--- src/rtl/etcm_pkg.sv ---
// Shared types, register indexes, request codes and angle constants for the thrust curve model.
`default_nettype none
package etcm_pkg;

    typedef enum logic [4:0] {
        S_IDLE, S_RANGE, S_RD, S_CMP, S_RD0, S_PREV, S_MUL, S_DIV, S_DIVW,
        S_ANG, S_CW1, S_CW2, S_FLOW, S_FW, S_M1, S_M2, S_M3, S_M4, S_M5, S_M6, S_OUT
    } t_state;

    typedef enum logic [1:0] {
        REQ_LOAD   = 2'd0,
        REQ_UPDATE = 2'd1,
        REQ_GIMBAL = 2'd2,
        REQ_NONE   = 2'd3
    } t_req;

    localparam logic [2:0] CFG_BURN     = 3'd0;
    localparam logic [2:0] CFG_EXHAUST  = 3'd1;
    localparam logic [2:0] CFG_POINTS   = 3'd2;
    localparam logic [2:0] CFG_GIM_LOW  = 3'd3;
    localparam logic [2:0] CFG_GIM_HIGH = 3'd4;
    localparam logic [2:0] CFG_MNT_POL  = 3'd5;
    localparam logic [2:0] CFG_MNT_AZI  = 3'd6;

    localparam logic signed [17:0] ANG_PI      = 18'sd25736;
    localparam logic signed [17:0] ANG_TWO_PI  = 18'sd51472;
    localparam logic signed [17:0] ANG_HALF_PI = 18'sd12868;
    localparam logic signed [33:0] CORDIC_GAIN = 34'sd652032874;

    function automatic logic [29:0] atan_q30(input logic [4:0] i);
        logic [29:0] r;
        case (i)
            5'd0:  r = 30'd843314857;
            5'd1:  r = 30'd497837829;
            5'd2:  r = 30'd263043837;
            5'd3:  r = 30'd133525159;
            5'd4:  r = 30'd67021687;
            5'd5:  r = 30'd33543516;
            5'd6:  r = 30'd16775851;
            5'd7:  r = 30'd8388437;
            5'd8:  r = 30'd4194283;
            5'd9:  r = 30'd2097149;
            5'd10: r = 30'd1048576;
            5'd11: r = 30'd524288;
            5'd12: r = 30'd262144;
            5'd13: r = 30'd131072;
            5'd14: r = 30'd65536;
            5'd15: r = 30'd32768;
            5'd16: r = 30'd16384;
            5'd17: r = 30'd8192;
            5'd18: r = 30'd4096;
            5'd19: r = 30'd2048;
            5'd20: r = 30'd1024;
            5'd21: r = 30'd512;
            5'd22: r = 30'd256;
            5'd23: r = 30'd128;
            default: r = 30'd0;
        endcase
        return r;
    endfunction

endpackage
`default_nettype wire

--- src/rtl/etcm_cordic.sv ---
// Iterative rotation CORDIC that returns sine and cosine of a Q3.13 angle in Q1.13.
`default_nettype none
module etcm_cordic #(
    parameter int CORDIC_STAGES = 16
) (
    input  wire logic               i_clk,
    input  wire logic               i_rst_n,
    input  wire logic               i_start,
    input  wire logic signed [16:0] i_angle,
    output logic signed      [14:0] o_sin,
    output logic signed      [14:0] o_cos,
    output logic                    o_done
);
    localparam int NS = (CORDIC_STAGES > 24) ? 24 : CORDIC_STAGES;

    logic               r_run, r_fin, r_done, r_neg;
    logic [4:0]         r_cnt;
    logic signed [33:0] r_x, r_y;
    logic signed [32:0] r_z;
    logic signed [14:0] r_sin, r_cos;

    logic signed [17:0] a_red, a_fold;
    logic               neg0;
    logic signed [33:0] dx, dy, fx, fy;
    logic signed [32:0] at;

    function automatic logic signed [14:0] to_q13(input logic signed [33:0] v);
        logic signed [34:0] w;
        logic signed [17:0] r;
        w = 35'(v) + 35'sd65536;
        r = 18'(w >>> 17);
        if (r > 18'sd8192) begin
            r = 18'sd8192;
        end else if (r < -18'sd8192) begin
            r = -18'sd8192;
        end
        return 15'(r);
    endfunction

    always_comb begin
        a_red = 18'(i_angle);
        if (a_red > etcm_pkg::ANG_PI) begin
            a_red = a_red - etcm_pkg::ANG_TWO_PI;
        end else if (a_red < -etcm_pkg::ANG_PI) begin
            a_red = a_red + etcm_pkg::ANG_TWO_PI;
        end
        a_fold = a_red;
        neg0   = 1'b0;
        if (a_red > etcm_pkg::ANG_HALF_PI) begin
            a_fold = a_red - etcm_pkg::ANG_PI;
            neg0   = 1'b1;
        end else if (a_red < -etcm_pkg::ANG_HALF_PI) begin
            a_fold = a_red + etcm_pkg::ANG_PI;
            neg0   = 1'b1;
        end
        dx = r_y >>> r_cnt;
        dy = r_x >>> r_cnt;
        at = 33'({3'b000, etcm_pkg::atan_q30(r_cnt)});
        fx = r_neg ? -r_x : r_x;
        fy = r_neg ? -r_y : r_y;
    end

    always_ff @(posedge i_clk) begin
        if (!i_rst_n) begin
            r_run  <= 1'b0;
            r_fin  <= 1'b0;
            r_done <= 1'b0;
        end else begin
            r_done <= r_fin;
            r_fin  <= 1'b0;
            if (i_start) begin
                r_run <= 1'b1;
            end else if (r_run && r_cnt == 5'(NS - 1)) begin
                r_run <= 1'b0;
                r_fin <= 1'b1;
            end
        end
        if (i_start) begin
            r_cnt <= 5'd0;
            r_neg <= neg0;
            r_x   <= etcm_pkg::CORDIC_GAIN;
            r_y   <= 34'sd0;
            r_z   <= 33'(a_fold) <<< 17;
        end else if (r_run) begin
            r_cnt <= r_cnt + 5'd1;
            if (!r_z[32]) begin
                r_x <= r_x - dx;
                r_y <= r_y + dy;
                r_z <= r_z - at;
            end else begin
                r_x <= r_x + dx;
                r_y <= r_y - dy;
                r_z <= r_z + at;
            end
        end
        if (r_fin) begin
            r_sin <= to_q13(fy);
            r_cos <= to_q13(fx);
        end
    end

    assign o_sin  = r_sin;
    assign o_cos  = r_cos;
    assign o_done = r_done;
endmodule
`default_nettype wire

--- config.mk ---
export PLATFORM = sky130hd
export DESIGN_NAME = etcm_cordic
export DESIGN_NICKNAME = d
export VERILOG_FILES = /design/src/rtl/etcm_pkg.sv /design/src/rtl/etcm_cordic.sv
export SDC_FILE = /design/constraint.sdc
export NUM_CORES = 1
export LEC_CHECK = 0
export CAP_MARGIN = 30
export CORE_ASPECT_RATIO = 1.5
export CORE_UTILIZATION = 60
export DETAILED_ROUTE_END_ITERATION = 8
export DONT_BUFFER_PORTS = 1
export PLACE_DENSITY_LB_ADDON = 0.12
export SYNTH_ARGS = -nofsm -noshare
export SYNTH_HDL_FRONTEND = slang
export SYNTH_SLANG_ARGS = --single-unit
--- constraint.sdc ---
create_clock -name i_clk -period 6.3 [get_ports i_clk]
set_clock_uncertainty 0.1 [all_clocks]
set_input_delay 1.26 -clock i_clk [delete_from_list [all_inputs] [get_ports i_clk]]
set_output_delay 1.26 -clock i_clk [all_outputs]
set_load 0.02 [all_outputs]
Word level (Yosys, flattened, before mapping)

Memories as Yosys holds them, arrays and structs flattened. A register that Yosys moved wholly into a read port is not among the register bits.
Index checks and enable logic that the tools add are counted.

Add/sub/neg operators: 15
Magnitude comparators: 8
Equality and inequality tests: 1
Shifts and indexed selects: 2
Multiplexer cells: 19
Bitwise operators: 1
Reductions and logical operators: 6

Operators with widths:

| operator               | count |
|---|---|
| $mux 34                | 4 |
| $mux 33                | 3 |
| $add 34x18->35 const B | 2 |
| $add 34x34->34         | 2 |
| $neg 34->34            | 2 |
| $sshr 34x5->34         | 2 |
| $sub 34x34->34         | 2 |
| $gt 18x15->1 const B   | 3 |
| $lt 18x14->1 const B   | 2 |
| $mux 18                | 2 |
| $add 33x31->33         | 1 |
| $sub 33x31->33         | 1 |
| $mux 16                | 2 |
| $mux 15                | 2 |
| $add 17x17->18 const B | 1 |
| $lt 18x15->1 const B   | 1 |
| $sub 17x17->18 const B | 1 |
| $gt 17x16->1 const B   | 1 |
| $lt 17x16->1 const B   | 1 |
| $add 16x16->16 const B | 1 |
| $sub 16x16->16 const B | 1 |
| $mux 5                 | 2 |
| $reduce_or 2->1        | 3 |
| $add 5x1->5 const B    | 1 |
| other kinds (5)        | 9 |

Bits in registers: 140
Bits in read-only memories: 960
Bits of input ports: 20
Output and inout port bits: 31
Logic and storage cells: 66
Memories: 1

Memories:

| name             | words | width | read ports | clocked after memory_dff | wr ports | RTL line       | RTL |
|---|---|---|---|---|---|---|---|
| (name not given) | 32    | 30    | 1          | 1                        | 0        | etcm_pkg.sv:32 | `case (i)` |

Depth between registers and ports, before layout

Gate-level depths: netlist (run 1).

Word-level depth: 7
Gate-level depth with buffers: 26
Depth with buffers taken out: 22

Worst setup path before layout (run 1)

Ideal clock, no wire load.

Kind: reg2reg
From: reg r_cnt[0]
To: reg r_x[33]
Setup time: 0.123 ns
Arrival: 5.819 ns
Data required time: 6.077 ns
Path slack: 0.257 ns
Stages on the path, launching flop included: 26
Path buffers: 4
Clock period less this slack: 6.043 ns
Cells stage by stage: dfxtp_1 buf_2 buf_4 buf_4 buf_4 mux4_2 a22o_1 nor4_1 ha_1 nand4_1 nor4_1 nand2_1 nor2_1 nor2_1 xor2_1 ha_1 nand4_1 nor2_1 nand3_1 a31oi_1 o211ai_1 a21boi_0 a211oi_1 or4_1 mux2i_1 mux2_1

Word-level cells in the longest chain between the ends: 3
Elaborated cells between the ends (all ways): 4
Those cells by class: 2 x add/sub; 1 x shift; 1 x mux

Ends and longest elaborated chain:

| item                                                    | RTL line                             | RTL |
|---|---|---|
| from (decl)                                             | etcm_cordic.sv:17                    | `logic [4:0] r_cnt;` |
| from (signal assigned)                                  | etcm_cordic.sv:85                    | `r_cnt <= r_cnt + 5'd1;` |
| $sshr 34x5->34 *                                        | etcm_cordic.sv:56                    | `dx = r_y >>> r_cnt;` |
| $sub 34x34->34 / $add 34x34->34 (equally long branches) | etcm_cordic.sv:87, etcm_cordic.sv:91 |  |
| $mux 34 *                                               | etcm_cordic.sv:86                    | `if (!r_z[32]) begin` |
| to (signal assigned)                                    | etcm_cordic.sv:81                    | `r_x <= etcm_pkg::CORDIC_GAIN;` |
| to (signal assigned)                                    | etcm_cordic.sv:87                    | `r_x <= r_x - dx;` |
| to (signal assigned)                                    | etcm_cordic.sv:91                    | `r_x <= r_x + dx;` |
| to (decl)                                               | etcm_cordic.sv:18                    | `logic signed [33:0] r_x, r_y;` |

Every way passes the cells marked *; elsewhere a longest branch is shown, timed or not.
A chain may end at the register's enable or synchronous reset.

Final worst setup path (run 1)

Same ends and word-level chain as after synthesis.

==> reports/metrics.csv, run 1 <==
stage,metric,value,unit
sta,drv_slew,0,
cts,clock_path_buffers,2,
critical_path,crit_path_max_fanout,10,
detailed_routing,viasPerCell,7.08,
critical_path,cp-start-kind,flop,
synthesis,yosysUniqueCellTypes,111,
cells_and_area,drive_above_1_share,16.4,%
critical_path,cp.required,6570,ps
grt,grt_usage,43.2,%
cts,path_clk_slew,80,ps
synthesis,yosysMostFrequentCell,nor2_1,
critical_path,slowest_delay,590,ps
detailed_routing,drcViolationCount,0,
sta,max_clock_freq,0.165,GHz
floorplan,die_area,0.0363,mm²
synthesis,synth-edff-count,47,
pwr,vdd.ir_drop.worst,253,µV
grt,grt_pass1_wl,119000,µm
cts,clock-sinks,170,
grt,grt_pass1_vias,21444,
floorplan,io_pins,51,
floorplan,chipHeight,233,µm
cells_and_area,syn_to_final_growth,10.3,%
pwr,swShare,51.0,%
detailed_routing,ant_nets,0,
cells_and_area,fin_nets,2794,
grt,grt_max_degree,78,
sta,period_share,96.4,%
grt,antenna_found_initial,6,
sta,worstMarginPinSlew,1030,ps
floorplan,start_util,60.9,%
critical_path,crit_family,compound AO/OA/AOI/OAI gates,
synthesis,yosys_warnings,0,
placement,hpwlAfterDp,58000,µm
critical_path,setup.worst_path.end_class,flop,
placement,port_buffers,0,
synthesis,netlist_area,0.0213,mm²
floorplan,row_count,84,
pwr,clkPwrFrac,9.5,%
floorplan,core_area,0.0350,mm²
min_path,min_path_type,reg2reg,
sta,maxSlewHeadroom,29.8,%
synthesis,yosysTopAreaCell,dfxtp_1,
detailed_routing,vias,22236,
placement,dp.cells,3087,
pwr,internal_power,6.08,mW
synthesis,avgSynthCellArea,8.13,µm²
synthesis,synth_top_area_share,11.5,%
synthesis,synth_flop_cell,dfxtp_1,
synthesis,synth_seq_cells,170,
synthesis,synthTopCellsByArea,"dfxtp_1 (12%), mux4_2 (9.5%), ha_1 (6.9%), edfxtp_1 (6.6%), xnor2_1 (5.5%)",
status,status,finished clean,
sta,period_minus_slack,6070,ps
cts,numCtsBuffers,17,
pwr,power_switching,6.33,mW
sta,finalHoldViolCount,0,
detailed_routing,wirelength,78400,µm
pwr,powerDensity,528,mW/mm²
synthesis,synth_commonest_cells,"nor2_1 (258), a21oi_1 (207), nand2_1 (187)",
grt,overflow,0,
cts,cts-hold-fix-buffers,0,
critical_path,cp.arrival,6340,ps
cts,cts_tree,yes,
synthesis,yosysSeqAreaShare,18.2,%
critical_path,crit_slowest_cell,mux4_2,
critical_path,crit_type,reg2reg,
detailed_routing,drt-initial-drc-count,2345,
job,drv_cap,0,
critical_path,worstPathBufferInverterCount,2,
synthesis,syn_inst,2622,
sta,hold_slack,394,ps
pwr,power_frac_seq,16.1,%
cells_and_area,fillers,3020,
cells_and_area,fin_cells,3142,
cts,htreeDepth,4,
synthesis,syn_nets,2763,
synthesis,synthArstFlopShare,0,%
detailed_routing,first_pass_iters,6,
pwr,power_leakage,9.32,nW
cts,insertion_delay,490,ps
critical_path,path_cells,"buf_12, buf_4, mux4_2, a211oi_1, a221o_1, and2_1, and3b_1, nand4b_1, nor3_2, or3b_1, a22oi_1, o221ai_1, ha_1, a21o_1, a21o_1, a21oi_1, o21ai_0, a211oi_1, or4_1, mux2i_1, mux2_1",
placement,gp_congestion,1.09,
detailed_routing,wl_per_cell,25.0,µm
sta,setup_violations,0,
cts,cts_root_buf,clkbuf_16,
floorplan,chipWidth,156,µm
pwr,p_comb_share,74.5,%
[power groups by stage]
| stage | registers [mW] | clock network, mW | logic [mW] |
|---|---|---|---|
| finish | 1.99 | 1.18 | 9.24 |
| global placement | 1.95 | 0 | 8.66 |
| global route | 1.98 | 1.22 | 10.0 |
| floorplan | 1.64 | 0 | 6.59 |
| detailed placement | 1.96 | 0 | 8.81 |
| CTS | 1.93 | 1.17 | 8.91 |
[cells in the final DEF, fill, tap and decap left out, types with 14 or more instances in the layout]
cell type and count:
a211oi_1 30, a21o_1 49, a21oi_1 205, a22o_1 29, a22oi_1 25, a31oi_1 48, a32oi_1 14, and2_1 36
and3_1 33, buf_4 192, clkbuf_16 17, dfxtp_1 117, edfxtp_1 47, ha_1 118, inv_1 61, mux2_2 26
mux2i_1 78, mux4_2 90, nand2_1 186, nand2b_1 33, nand3_1 57, nand4_1 23, nor2_1 255, nor2b_1 21
nor3_1 58, nor4_1 20, o211ai_1 23, o21a_1 26, o21ai_0 143, o22ai_1 15, o31ai_1 26, or2_2 24
or3_1 17, xnor2_1 133, xor2_1 101
[stage by stage]
| step | setup slack [ps] | power, mW | instance area (µm²) | TNS [ps] | utilization [%] |
|---|---|---|---|---|---|
| after global placement | 158 | 10.6 | 22500 | 0 | 64.3 |
| after detailed placement | -70.9 | 10.8 | 22500 | -70.9 | 64.4 |
| after floorplan | 257 | 8.24 | 21300 | 0 | - |
| final | 228 | 12.4 | 23500 | 0 | 67.2 |
| after global routing | -96.4 | 13.2 | 23500 | -182 | 67.2 |
| after CTS | 56.2 | 12.0 | 23200 | 0 | 66.3 |
[worst register-to-register path: stages, from the launching register on]
cell and delay [ps]:
dfxtp_4 450, buf_12 150, buf_4 190, mux4_2 590
a211oi_1 510, a221o_1 420, and2_1 220, and3b_1 220
nand4b_1 250, nor3_2 200, or3b_1 360, a22oi_1 170
o221ai_1 130, ha_1 320, a21o_1 110, a21o_1 100
a21oi_1 70, o21ai_0 270, a211oi_1 120, or4_1 510
mux2i_1 160, mux2_1 330
[final cells by class]
| type | count | area, µm² | share of cell area [%] |
|---|---|---|---|
| Antenna cell | 3 | 7.51 | 0.0319 |
| Clock buffer | 18 | 439 | 1.87 |
| Clock inverter | 14 | 201 | 0.856 |
| Inverter | 63 | 236 | 1.01 |
| Multi-Input combinational cell | 2199 | 16500 | 70.3 |
| Sequential cell | 170 | 3890 | 16.6 |
| Tap cell | 473 | 592 | 2.52 |
| Timing Repair Buffer | 202 | 1630 | 6.91 |
[routing by layer]
| metal | part of all wire (%) | track usage (%) |
|---|---|---|
| met1 | 34 | 45.3 |
| met2 | 48 | 73.3 |
| met3 | 8.8 | 10.2 |
| met4 | 9.2 | 35.0 |
| met5 | 0.045 | 0 |
[state kept, by name, indices dropped and copies added, names as in the netlist]
register and count:
r_run 1, at 30, r_z 33, o_sin 15, r_y 34, r_x 34, o_cos 15, r_cnt 5
o_done 1, r_fin 1, r_neg 1
[worst paths after layout]
kind / from / endpoint / slack [ps] / cells after the start
setup / recovery: r_cnt[0]$_SDFFE_PP0P_ / r_x[33]$_SDFFE_PP0P_ / 230 / 21
hold / removal: r_z[11]$_SDFFE_PP0P_ / r_z[11]$_SDFFE_PP0P_ / 390 / 2
setup reg to reg: r_cnt[0]$_SDFFE_PP0P_ / r_x[33]$_SDFFE_PP0P_ / 230 / 21
hold reg to reg: r_z[11]$_SDFFE_PP0P_ / r_z[11]$_SDFFE_PP0P_ / 390 / 2
[timing repair]
item,4_1_cts,5_1_grt
resized for setup,0,25
setup buffers,2,18
pin swaps,0,3
endpoints found under the setup margin,1,20
[cells by family (layout without fill, tap and decap cells)]
logic type | Yosys count | count (layout) | share of synthesized area [%]
mux | 198 | 198 | 14.7
flops | 170 | 170 | 18.2
fa+ha+maj | 122 | 122 | 7.25
other cells | 0 | 3 | 0
compound gates | 804 | 804 | 25.5
xor+xnor | 236 | 236 | 9.73
simple gates | 839 | 839 | 19.6
buf+inv | 253 | 297 | 4.96
(Power assumes the default switching activity.)
==> run 2: changes to the inputs <==
Settings changed: RECOVER_POWER from default to 25.
==> run 2 against run 1 <==
- the flow now finishes with violations (capacitance limit, slew limit)
- flip-flop and latch count is the same
- clock power about the same
- hold slack about the same
- critical path type unchanged
- first-iteration DRC count decreased by 1.5%
- highest routed layer unchanged
- via count rose by 0.21%
==> reports/metrics.csv, run 2 (synthesized netlist as in run 1, its figures left out) <==
stage,metric,value,unit,change
critical_path,path_cells,"buf_12, buf_4, mux4_2, a211oi_1, a221o_1, and2_1, and3b_1, nand4b_1, nor3_2, or3b_1, a22oi_1, o221ai_1, ha_1, a21o_1, a21o_1, a21oi_1, o21ai_0, a211oi_1, or4_1, mux2i_1, mux2_1",,unchanged
critical_path,cp.arrival,6340,ps,about the same
floorplan,io_pins,51,,unchanged
grt,grt_pass1_vias,21444,,unchanged
cts,cts_tree,yes,,unchanged
critical_path,crit_family,compound AO/OA/AOI/OAI gates,,unchanged
placement,port_buffers,0,,unchanged
placement,hpwlAfterDp,58000,µm,unchanged
pwr,power_leakage,9.32,nW,about the same
grt,grt_pass1_wl,119000,µm,unchanged
pwr,vdd.ir_drop.worst,252,µV,was 253 µV
critical_path,slowest_delay,590,ps,about the same
sta,drv_slew,31,,was 0
min_path,min_path_type,reg2reg,,unchanged
critical_path,crit_slowest_cell,mux4_2,,unchanged
grt,grt_max_degree,78,,unchanged
cells_and_area,fin_util,67.2,%,about the same
critical_path,crit_type,reg2reg,,unchanged
status,status,"complete, but fails checks",,was finished clean
sta,setup_violations,0,,unchanged
grt,antenna_found_initial,6,,unchanged
floorplan,chipHeight,233,µm,unchanged
grt,grt_usage,43.2,%,unchanged
cells_and_area,fillers,3022,,was 3020
detailed_routing,met1_length,26600,µm,was 26900 µm
detailed_routing,wirelength,78600,µm,was 78400 µm
detailed_routing,wl_met2,37200,µm,was 37300 µm
detailed_routing,wl_met3,7320,µm,was 6920 µm
sta,finalSetupTns,0,ps,unchanged
cts,insertion_delay,490,ps,about the same
detailed_routing,drt-initial-drc-count,2310,,was 2345
critical_path,setup.worst_path.end_class,flop,,unchanged
floorplan,core_area,0.0350,mm²,unchanged
grt,overflow,0,,unchanged
floorplan,chipWidth,156,µm,unchanged
cells_and_area,mostFrequentLayoutCells,"nor2_1 (255), a21oi_1 (205), buf_4 (191), nand2_1 (186), o21ai_0 (143)",,"was nor2_1 (255), a21oi_1 (205), buf_4 (192), nand2_1 (186), o21ai_0 (143)"
critical_path,worstPathBufferInverterCount,2,,unchanged
cells_and_area,final_common_cell,nor2_1,,unchanged
detailed_routing,topRoutingLayerUsed,met5,,unchanged
sta,period_minus_slack,6070,ps,about the same
cells_and_area,drive_above_1_share,16.3,%,was 16.4%
detailed_routing,vias,22283,,was 22236
cts,clock-sinks,170,,unchanged
cts,clock_path_buffers,2,,unchanged
cells_and_area,fin_nets,2794,,unchanged
cells_and_area,top_regs,"r_x: 34 flops, r_y: 34 flops, r_z: 33 flops",,unchanged
cts,path_clk_slew,80,ps,about the same
sta,finalHoldViolCount,0,,unchanged
cts,cts_root_buf,clkbuf_16,,unchanged
detailed_routing,wl_per_cell,25.0,µm,about the same
placement,gp_congestion,1.09,,unchanged
sta,worstMarginPinSlew,1950,ps,was 1030 ps
sta,hold_slack,393,ps,was 394 ps
status,violations,"capacitance limit, slew limit",,
detailed_routing,drcViolationCount,0,,unchanged
job,drv_cap,1,,was 0
cts,numCtsBuffers,17,,unchanged
detailed_routing,viasPerCell,7.09,,was 7.08
floorplan,die_area,0.0363,mm²,unchanged
cells_and_area,multiInputGateArea,0.0165,mm²,unchanged
detailed_routing,ant_nets,0,,unchanged
sta,maxSlewHeadroom,-30.1,%,was 29.8%
floorplan,row_count,84,,unchanged
critical_path,crit_path_max_fanout,10,,unchanged
cts,htreeDepth,4,,unchanged
pwr,powerDensity,528,mW/mm²,about the same
cells_and_area,syn_to_final_growth,10.3,%,about the same
critical_path,cp-start-kind,flop,,unchanged
pwr,power,12.4,mW,about the same
sta,period_share,96.3,%,was 96.4%
sta,max_clock_freq,0.165,GHz,about the same
floorplan,start_util,60.9,%,unchanged
critical_path,cp.required,6570,ps,about the same
detailed_routing,first_pass_iters,8,,was 6
cells_and_area,seq_area,0.00389,mm²,unchanged
-- run 2: final cells by class --
class	count	share of cell area [%]
multi-input combinational	2199	70.3
antenna	2	0.0213
timing repair buffer	202	6.90
sequential	170	16.6
tap	473	2.52
clock buffer	18	1.87
clock inverter	14	0.857
inverter	63	1.01
-- run 2: power by group --
group / total (mW) / internal (mW) / switching [mW]
Clock: 1.17 / 0.589 / 0.585
Sequential: 2.00 / 1.41 / 0.588
Combinational: 9.25 / 4.09 / 5.16
-- run 2: final timing paths --
check / depth (start not counted) / from / slack (ps) / end
setup / recovery: 21 / r_cnt[0]$_SDFFE_PP0P_ / 230 / r_x[33]$_SDFFE_PP0P_
hold / removal: 2 / r_z[11]$_SDFFE_PP0P_ / 390 / r_z[11]$_SDFFE_PP0P_
setup reg to reg: 21 / r_cnt[0]$_SDFFE_PP0P_ / 230 / r_x[33]$_SDFFE_PP0P_
hold reg to reg: 2 / r_z[11]$_SDFFE_PP0P_ / 390 / r_z[11]$_SDFFE_PP0P_
-- run 2: tightest hold or removal path: stages (launching register included) --
cell and delay [ps]:
dfxtp_1 320, nor2_1 80, a211oi_1 50
-- run 2: timing repair --
action                     4_1_cts  5_1_grt
hold buffers                     0        0
pin swaps                        0        3
buffers inserted                 2       18
setup endpoints to repair        1       20
resized for setup                0       25
-- run 2: through the flow --
stage | cell area, µm² | std cells | setup slack, ps
floorplan | 21300 | 2622 | 257
CTS | 23200 | 3121 | 56.2
finish | 23500 | 3141 | 232
global placement | 22500 | 3085 | 158
detailed placement | 22500 | 3087 | -70.9
global route | 23500 | 3139 | -96.4
-- run 2: routing by layer --
layer	vias to the layer above	track usage, %
met5	-	0
met2	1347	73.3
met1	10510	45.3
met4	4	35.0
met3	464	10.2
li1	9958	-
